**src/rtl/core/double_ended_queue_unit_assert.svh**
```systemverilog
// ----------------------------------------------------------------------------
// Assertion macros for the double-ended queue unit
// Concurrent checks that compile away when ASSERT_OFF is defined.
// ----------------------------------------------------------------------------
`ifndef DOUBLE_ENDED_QUEUE_UNIT_ASSERT_SVH
`define DOUBLE_ENDED_QUEUE_UNIT_ASSERT_SVH

`ifndef ASSERT_OFF
// expr holds at every clock edge out of reset
`define DQ_ASSERT_ALWAYS(lbl, clk, rst_n, expr) \
	lbl: assert property (@(posedge clk) disable iff (!rst_n) (expr)) \
		else $error("%m: check failed");
// when a holds, b holds in the same cycle
`define DQ_ASSERT_IMPL(lbl, clk, rst_n, a, b) \
	lbl: assert property (@(posedge clk) disable iff (!rst_n) (a) |-> (b)) \
		else $error("%m: check failed");
// when a holds, b holds in the next cycle
`define DQ_ASSERT_NEXT(lbl, clk, rst_n, a, b) \
	lbl: assert property (@(posedge clk) disable iff (!rst_n) (a) |=> (b)) \
		else $error("%m: check failed");
`else
`define DQ_ASSERT_ALWAYS(lbl, clk, rst_n, expr)
`define DQ_ASSERT_IMPL(lbl, clk, rst_n, a, b)
`define DQ_ASSERT_NEXT(lbl, clk, rst_n, a, b)
`endif

`endif

```
**src/rtl/core/deq_pkg.sv**
```systemverilog
// ----------------------------------------------------------------------------
// deq_pkg
// Word types, action and status codes, and controller/datapath links.
// ----------------------------------------------------------------------------
package deq_pkg;

	localparam logic [2:0] ACT_PUSH_FRONT = 3'd0;
	localparam logic [2:0] ACT_PUSH_BACK  = 3'd1;
	localparam logic [2:0] ACT_POP_FRONT  = 3'd2;
	localparam logic [2:0] ACT_POP_BACK   = 3'd3;
	localparam logic [2:0] ACT_DUMP       = 3'd4;

	localparam logic [1:0] ST_OK    = 2'd0;
	localparam logic [1:0] ST_EMPTY = 2'd1;
	localparam logic [1:0] ST_FULL  = 2'd2;

	// read address sources
	localparam logic [1:0] RD_FRONT = 2'd0;
	localparam logic [1:0] RD_BACK  = 2'd1;
	localparam logic [1:0] RD_WALK  = 2'd2;

	typedef struct packed {
		logic [2:0]         action;
		logic signed [31:0] value;
	} req_t;

	typedef struct packed {
		logic signed [31:0] item_value;
		logic [1:0]         status;
		logic               last;
	} res_t;

	typedef struct packed {
		logic       load;
		logic       wr_front;
		logic       wr_back;
		logic       pop_front;
		logic       pop_back;
		logic       rd_en;
		logic [1:0] rd_sel;
		logic       walk_start;
		logic       walk_step;
		logic       out_en;
		logic       out_data;
		logic [1:0] out_status;
		logic       out_walk_last;
	} dq_cmd_t;

	typedef struct packed {
		logic [2:0] action;
		logic       empty;
		logic       full;
		logic       walk_last;
	} dq_stat_t;

endpackage

```
**src/rtl/core/double_ended_queue_unit.sv**
```systemverilog
// ----------------------------------------------------------------------------
// double_ended_queue_unit
// Bounded double-ended queue of signed 32-bit words held in a ring.
// ----------------------------------------------------------------------------
// A word is taken when start is high and busy is low. Every result word is
// shown on result for exactly one cycle while strobe is high; the receiver
// cannot hold it off, so it must take each one as it comes. A push, a failed
// pop, a dump of an empty store or an unused action gives its single result
// from the result register after the request register, and the unit takes
// the next word in the same cycle as that result is shown. A pop needs a read
// of the ring memory, whose read data is registered, so its result also passes
// through the read data register and no new word is taken before it. A dump of
// N entries gives N results on consecutive cycles; only its final result has
// last set. The ring holds DEPTH words; no clearing pass follows reset.
// ----------------------------------------------------------------------------
module double_ended_queue_unit import deq_pkg::*; #(
	parameter int DEPTH = 16
) (
	input  logic clk,
	input  logic arst_n,
	input  logic start,
	output logic busy,
	input  req_t request,
	output res_t result,
	output logic strobe
);

	dq_cmd_t  cmd;
	dq_stat_t stat;

	deq_ctrl u_ctrl (
		.clk    (clk),
		.arst_n (arst_n),
		.start  (start),
		.stat   (stat),
		.cmd    (cmd),
		.busy   (busy)
	);

	deq_dpath #(
		.DEPTH (DEPTH)
	) u_dpath (
		.clk     (clk),
		.arst_n  (arst_n),
		.request (request),
		.cmd     (cmd),
		.stat    (stat),
		.result  (result),
		.strobe  (strobe)
	);

endmodule

```
**src/rtl/core/deq_ctrl.sv**
```systemverilog
// ----------------------------------------------------------------------------
// deq_ctrl
// Sequencer: decodes the latched action and steps the datapath.
// ----------------------------------------------------------------------------
module deq_ctrl import deq_pkg::*; (
	input  logic     clk,
	input  logic     arst_n,
	input  logic     start,
	input  dq_stat_t stat,
	output dq_cmd_t  cmd,
	output logic     busy
);

	localparam logic [1:0] S_IDLE    = 2'd0;
	localparam logic [1:0] S_DECODE  = 2'd1;
	localparam logic [1:0] S_POPWAIT = 2'd2;
	localparam logic [1:0] S_DUMP    = 2'd3;

	logic [1:0] state_q;
	logic [1:0] state_d;

	assign busy = (state_q != S_IDLE);

	always_comb begin
		cmd            = '0;
		cmd.rd_sel     = RD_FRONT;
		cmd.out_status = ST_OK;
		state_d        = state_q;
		case (state_q)
			S_IDLE: begin
				if (start) begin
					cmd.load = 1'b1;
					state_d  = S_DECODE;
				end
			end
			S_DECODE: begin
				state_d = S_IDLE;
				case (stat.action)
					ACT_PUSH_FRONT, ACT_PUSH_BACK: begin
						cmd.out_en = 1'b1;
						if (stat.full) begin
							cmd.out_status = ST_FULL;
						end else if (stat.action == ACT_PUSH_FRONT) begin
							cmd.wr_front = 1'b1;
						end else begin
							cmd.wr_back = 1'b1;
						end
					end
					ACT_POP_FRONT, ACT_POP_BACK: begin
						if (stat.empty) begin
							cmd.out_en     = 1'b1;
							cmd.out_status = ST_EMPTY;
						end else begin
							cmd.rd_en = 1'b1;
							if (stat.action == ACT_POP_FRONT) begin
								cmd.rd_sel    = RD_FRONT;
								cmd.pop_front = 1'b1;
							end else begin
								cmd.rd_sel   = RD_BACK;
								cmd.pop_back = 1'b1;
							end
							state_d = S_POPWAIT;
						end
					end
					ACT_DUMP: begin
						if (stat.empty) begin
							cmd.out_en     = 1'b1;
							cmd.out_status = ST_EMPTY;
						end else begin
							cmd.rd_en      = 1'b1;
							cmd.rd_sel     = RD_FRONT;
							cmd.walk_start = 1'b1;
							state_d        = S_DUMP;
						end
					end
					default: begin
						// unused code: answer ok with no effect
						cmd.out_en = 1'b1;
					end
				endcase
			end
			S_POPWAIT: begin
				cmd.out_en   = 1'b1;
				cmd.out_data = 1'b1;
				state_d      = S_IDLE;
			end
			S_DUMP: begin
				// emit the entry read last cycle, fetch the next one
				cmd.out_en        = 1'b1;
				cmd.out_data      = 1'b1;
				cmd.out_walk_last = 1'b1;
				cmd.rd_en         = 1'b1;
				cmd.rd_sel        = RD_WALK;
				cmd.walk_step     = 1'b1;
				if (stat.walk_last) begin
					state_d = S_IDLE;
				end
			end
			default: begin
				state_d = S_IDLE;
			end
		endcase
	end

	always_ff @(posedge clk or negedge arst_n) begin
		if (!arst_n) begin
			state_q <= S_IDLE;
		end else begin
			state_q <= state_d;
		end
	end

endmodule

```
**src/rtl/core/deq_dpath.sv**
```systemverilog
// ----------------------------------------------------------------------------
// deq_dpath
// Ring storage, front pointer, entry count, dump walker and result register.
// ----------------------------------------------------------------------------
`include "double_ended_queue_unit_assert.svh"

module deq_dpath import deq_pkg::*; #(
	parameter int DEPTH = 16
) (
	input  logic     clk,
	input  logic     arst_n,
	input  req_t     request,
	input  dq_cmd_t  cmd,
	output dq_stat_t stat,
	output res_t     result,
	output logic     strobe
);

	localparam int PW = (DEPTH > 1) ? $clog2(DEPTH) : 1;
	localparam int CW = $clog2(DEPTH + 1);
	localparam int SW = PW + 1;

	localparam logic [PW-1:0] PTR_MAX = PW'(DEPTH - 1);
	localparam logic [CW-1:0] CNT_FULL = CW'(DEPTH);
	localparam logic [SW-1:0] SUM_WRAP = SW'(DEPTH);

	logic [31:0]   mem_q [DEPTH];
	logic [31:0]   rdata_q;
	req_t          req_q;
	logic [PW-1:0] front_q;
	logic [CW-1:0] count_q;
	logic [PW-1:0] walk_ptr_q;
	logic [CW-1:0] walk_cnt_q;
	res_t          result_q;
	logic          strobe_q;

	logic [PW-1:0] front_inc;
	logic [PW-1:0] front_dec;
	logic [PW-1:0] walk_inc;
	logic [SW-1:0] tail_sum;
	logic [SW-1:0] back_sum;
	logic [PW-1:0] tail_ptr;
	logic [PW-1:0] back_ptr;
	logic [PW-1:0] waddr;
	logic [PW-1:0] raddr;
	logic          walk_last;

	assign front_inc = (front_q == PTR_MAX) ? '0 : front_q + PW'(1);
	assign front_dec = (front_q == '0) ? PTR_MAX : front_q - PW'(1);
	assign walk_inc  = (walk_ptr_q == PTR_MAX) ? '0 : walk_ptr_q + PW'(1);

	// slot after the back entry, and the back entry itself
	assign tail_sum = SW'(front_q) + SW'(count_q);
	assign back_sum = tail_sum - SW'(1);
	assign tail_ptr = (tail_sum >= SUM_WRAP) ? PW'(tail_sum - SUM_WRAP) : PW'(tail_sum);
	assign back_ptr = (back_sum >= SUM_WRAP) ? PW'(back_sum - SUM_WRAP) : PW'(back_sum);

	assign walk_last = (walk_cnt_q == count_q - CW'(1));

	assign waddr = cmd.wr_front ? front_dec : tail_ptr;

	always_comb begin
		case (cmd.rd_sel)
			RD_FRONT: raddr = front_q;
			RD_BACK:  raddr = back_ptr;
			RD_WALK:  raddr = walk_ptr_q;
			default:  raddr = front_q;
		endcase
	end

	always_ff @(posedge clk) begin
		if (cmd.wr_front || cmd.wr_back) begin
			mem_q[waddr] <= req_q.value;
		end
		if (cmd.rd_en) begin
			rdata_q <= mem_q[raddr];
		end
	end

	always_ff @(posedge clk) begin
		if (cmd.load) begin
			req_q <= request;
		end
		if (cmd.out_en) begin
			result_q.item_value <= cmd.out_data ? $signed(rdata_q) : '0;
			result_q.status     <= cmd.out_status;
			result_q.last       <= cmd.out_walk_last ? walk_last : 1'b1;
		end
	end

	always_ff @(posedge clk or negedge arst_n) begin
		if (!arst_n) begin
			front_q    <= '0;
			count_q    <= '0;
			walk_ptr_q <= '0;
			walk_cnt_q <= '0;
			strobe_q   <= 1'b0;
		end else begin
			strobe_q <= cmd.out_en;
			if (cmd.wr_front) begin
				front_q <= front_dec;
			end else if (cmd.pop_front) begin
				front_q <= front_inc;
			end
			if (cmd.wr_front || cmd.wr_back) begin
				count_q <= count_q + CW'(1);
			end else if (cmd.pop_front || cmd.pop_back) begin
				count_q <= count_q - CW'(1);
			end
			if (cmd.walk_start) begin
				walk_ptr_q <= front_inc;
				walk_cnt_q <= '0;
			end else if (cmd.walk_step) begin
				walk_ptr_q <= walk_inc;
				walk_cnt_q <= walk_cnt_q + CW'(1);
			end
		end
	end

	assign stat.action    = req_q.action;
	assign stat.empty     = (count_q == '0);
	assign stat.full      = (count_q == CNT_FULL);
	assign stat.walk_last = walk_last;

	assign result = result_q;
	assign strobe = strobe_q;

	`DQ_ASSERT_ALWAYS(a_count_bound, clk, arst_n, SW'(count_q) <= SUM_WRAP)
	`DQ_ASSERT_ALWAYS(a_front_bound, clk, arst_n, SW'(front_q) < SUM_WRAP)
	`DQ_ASSERT_IMPL(a_no_push_full, clk, arst_n, cmd.wr_front || cmd.wr_back, !stat.full)
	`DQ_ASSERT_IMPL(a_no_pop_empty, clk, arst_n, cmd.pop_front || cmd.pop_back, !stat.empty)
	`DQ_ASSERT_NEXT(a_push_grows, clk, arst_n, cmd.wr_front || cmd.wr_back, count_q == $past(count_q) + CW'(1))

endmodule
```
**config.mk**
```make
export PLATFORM = sky130hd
export DESIGN_NAME = double_ended_queue_unit
export DESIGN_NICKNAME = d
export VERILOG_FILES = /design/src/rtl/core/deq_pkg.sv /design/src/rtl/core/double_ended_queue_unit.sv /design/src/rtl/core/deq_ctrl.sv /design/src/rtl/core/deq_dpath.sv
export VERILOG_INCLUDE_DIRS = /design/src /design/src/rtl/core
export SDC_FILE = /design/constraint.sdc
export NUM_CORES = 1
export LEC_CHECK = 0
export BUFFER_PORTS_ARGS = -buffer_cell sky130_fd_sc_hd__buf_4
export CAP_MARGIN = 20
export CORE_MARGIN = 1.5
export CORE_UTILIZATION = 56
export CTS_CLUSTER_DIAMETER = 200
export DETAILED_ROUTE_END_ITERATION = 8
export MAX_ROUTING_LAYER = met4
export PLACE_DENSITY = 0.85
export SLEW_MARGIN = 25
export SYNTH_ARGS = -nofsm -noshare
export SYNTH_HDL_FRONTEND = slang
export SYNTH_HIERARCHICAL = 1
export SYNTH_SLANG_ARGS = --single-unit
```
**constraint.sdc**
```tcl
create_clock -name clk -period 4.3 [get_ports clk]
set_input_delay 0.86 -clock clk [delete_from_list [all_inputs] [get_ports clk]]
set_output_delay 0.86 -clock clk [all_outputs]
set_load 0.05 [all_outputs]
```
==> results.ini <==
[run_status]
status = finished, final reports clean

[cells_and_area]
nets = 1591
mostFrequentLayoutCells = edfxtp_1, mux2i_1, buf_4
layout-drive-gt1-share = 0.148
fin_util = 0.647
n_antenna_cell = 0
areaGrowthSynthToFinish_pct = 14.3
stdcell_count = 2188
final_common_cell = edfxtp_1
fill_cells = 2995
design_area_sq_mm = 0.0293

[worst_setup_path]
cp_slowest_cell = dfrtp_1
critPathCaptureType = flop
crit_fanout = 26
crit_top_cell = mux2i_1
critical_path_arrival_ns = 4.29
worstPathRequired_ns = 4.64
cp_cell_sequence = inv_1, ha_1, nand2_1, nor2_1, nor4_1, inv_1, ha_1, inv_1, a31o_4, buf_12, buf_12, mux2i_1, mux2i_1, mux2i_1, mux2i_1
crit_family = buffers and inverters
r2r_slack_ns = 0.35
startpoint_type = flop
timing.rr.start = u_dpath/count_q[0]
crit_type = reg2reg
reg2reg_depth = 15
worst-path-buf-inv = 5
crit_path_max_incr_delay_ns = 0.53
regToRegEndpoint = u_dpath/rdata_q[1]

[place]
placed_cell_area_sq_mm = 0.0274
port_buffers = 74
dp_slack_ns = 0.482
dp_hpwl_um = 28800
gp_congestion = 0.859
dp_cells = 2077

[yosys]
yosys-top-cells-area = edfxtp_1, mux2i_1, dfrtp_1
postSynthAreaPerCell_sq_um = 18.0
synthCells = 1425
synth_edf_count = 614
synth_async_sr_flop_share = 0.0331
syn_area_sq_mm = 0.0256
synth-seq-cells = 635
synthAdderAreaFrac = 0.00713
yosys_warnings = 6
synth_top_family_by_area = multiplexers
yosysTopAreaCell = edfxtp_1
synthSimpleGateAreaFrac = 0.0247
ys_types = 48
synth_nets = 1477
synth_compound_area_frac = 0.0129
synth_ff_type = edfxtp_1
synth_xor_area_frac = 0.00820
muxShareOfSynthArea = 0.189
synth_top_area_frac = 0.719
ys_seq_area_frac = 0.740

[timing]
fin_crit_sh = 0.918
setup_violations = 0
fmax_mhz = 253
rsz0062_at_grt = false
layout_min_cycle_time_ns = 3.95
finalHoldViolations = 0
skew_ns = 0.0267
fin_tns_setup_ns = 0
worst_slew_pin_slew_ns = 0.963
setup_slack_ns = 0.351
report.final.slew_viol_count = 0
max_slew_margin = 0.358
hold_ws_ns = 0.117

[global_route]
grt_pass1_vias = 13200
antenna_found_initial = 0
overflow = 0
grt.total_usage = 0.233
grt_pass1_wl_um = 78900
grt_max_degree = 45

[floorplan]
die_w_um = 217
rows = 78
initial_core_util = 0.566
die_area_sq_mm = 0.0471
io_pins = 75
core_area_sq_mm = 0.0453
die_h_um = 217

[pwr]
p_per_area_mw_per_mm2 = 753
seq_power_share = 0.388
power_leakage_nw = 11.1
sw_frac_of_total = 0.347
pwr-share-clk = 0.229
p_int_mw = 14.4
peakVddDrop_v = 0.000597
p_sw_mw = 7.66
comb_power_share = 0.383
power.total_mw = 22.1

[drt]
vias = 12900
drt_iter0_drc = 1151
drt_first_pass_iters = 5
drt_wl_total_um = 52800
detail_route.wl_per_cell_um = 24.1
via_per_inst = 5.89
postRouteAntennaNets = 0
drc_errors = 0

[job]
maxCapViolCount = 0

[clocking]
ctsResizeCount = 0
cts_tree = built
hold_buffers = 0
numCtsBuffers = 59
htreeDepth = 2
clock-root-buffer = clkbuf_16
clock_sinks = 635
clock_path_buffers = 3
cts_setup_buffers = 0
worstSkewPairLatency_ns = 0.62
clk_pin_slew_ns = 0.07

[hold_path]
min_path_type = in2async

-- cell usage after synthesis, drive strengths merged, types with 12 or more instances --
library cell / n
xnor2: 13
buf: 48
ha: 13
and2: 38
o21ai: 12
dfrtp: 21
nor2: 33
mux2i: 484
inv: 20
a21oi: 13
nand2: 26
edfxtp: 614
clkbuf: 25
-- layer usage --
metal / wire length [um] / track usage / up-vias / share of wire
met5: 0 / - / - / 0
met4: 1440 / 0.0838 / 0 / 0.027
met3: 3690 / 0.0370 / 109 / 0.070
met2: 26400 / 0.381 / 518 / 0.50
met1: 21300 / 0.299 / 6533 / 0.40
li1: - / - / 5730 / -
-- area by class of cell --
type,instances,area (sq um),area share
Clock inverter,42,362,0.0123
Tap cell,600,751,0.0256
Sequential cell,635,19000,0.647
Timing Repair Buffer,126,1280,0.0436
Clock buffer,68,1510,0.0515
Multi-Input combinational cell,697,6370,0.217
Inverter,20,75.1,0.00256
-- sequential cells by signal, indices dropped and copies added (netlist names) --
register / count
u_dpath/strobe: 1
u_dpath/result: 35
u_dpath/req_q: 32
u_dpath/rdata_q: 32
u_dpath/mem_q: 512
u_dpath/stat: 3
u_dpath/walk_ptr_q: 4
u_ctrl/state_q: 2
u_dpath/front_q: 4
u_dpath/walk_cnt_q: 5
u_dpath/count_q: 5
-- worst register-to-register path, delay by kind of cell, from the launching register on --
family / cells / cell delay, ns
DFF: 1 / 0.53
muxes: 4 / 0.70
buffers and inverters: 5 / 0.87
and+or+nand+nor: 3 / 0.59
adders and majority gates: 2 / 0.62
AOI/OAI and AO/OA: 1 / 0.36
-- logic make-up after synthesis --
logic type / Yosys count
fa+ha+maj: 14
compound gates: 50
mux: 484
flops: 635
simple gates: 125
xor+xnor: 24
buf+inv: 93
-- how the worst max path moves through the flow --
stage / end / depth (start not counted) / start / slack, ns
floorplan: u_dpath/mem_q[15][0] / 11 / u_dpath/count_q[0] / 0.30
global placement: u_dpath/rdata_q[1] / 15 / u_dpath/count_q[0] / 0.61
detailed placement: u_dpath/rdata_q[30] / 13 / u_dpath/count_q[0] / 0.48
CTS: u_dpath/rdata_q[1] / 15 / u_dpath/count_q[0] / 0.41
global route: u_dpath/rdata_q[1] / 15 / u_dpath/count_q[0] / 0.02
finish: u_dpath/rdata_q[1] / 15 / u_dpath/count_q[0] / 0.35
-- power by group through the flow --
| stage | combinational (mW) | sequential (mW) | clock [mW] |
|---|---|---|---|
| 3_5_place_dp | 8.31 | 8.67 | 0 |
| 2_1_floorplan | 5.54 | 9.04 | 0 |
| 3_3_place_gp | 8.06 | 8.61 | 0 |
| 4_1_cts | 8.41 | 8.56 | 5.12 |
| 5_1_grt | 8.95 | 8.63 | 5.34 |
| 6_report | 8.45 | 8.56 | 5.06 |
Note: power is estimated with default switching activity, not from simulation.
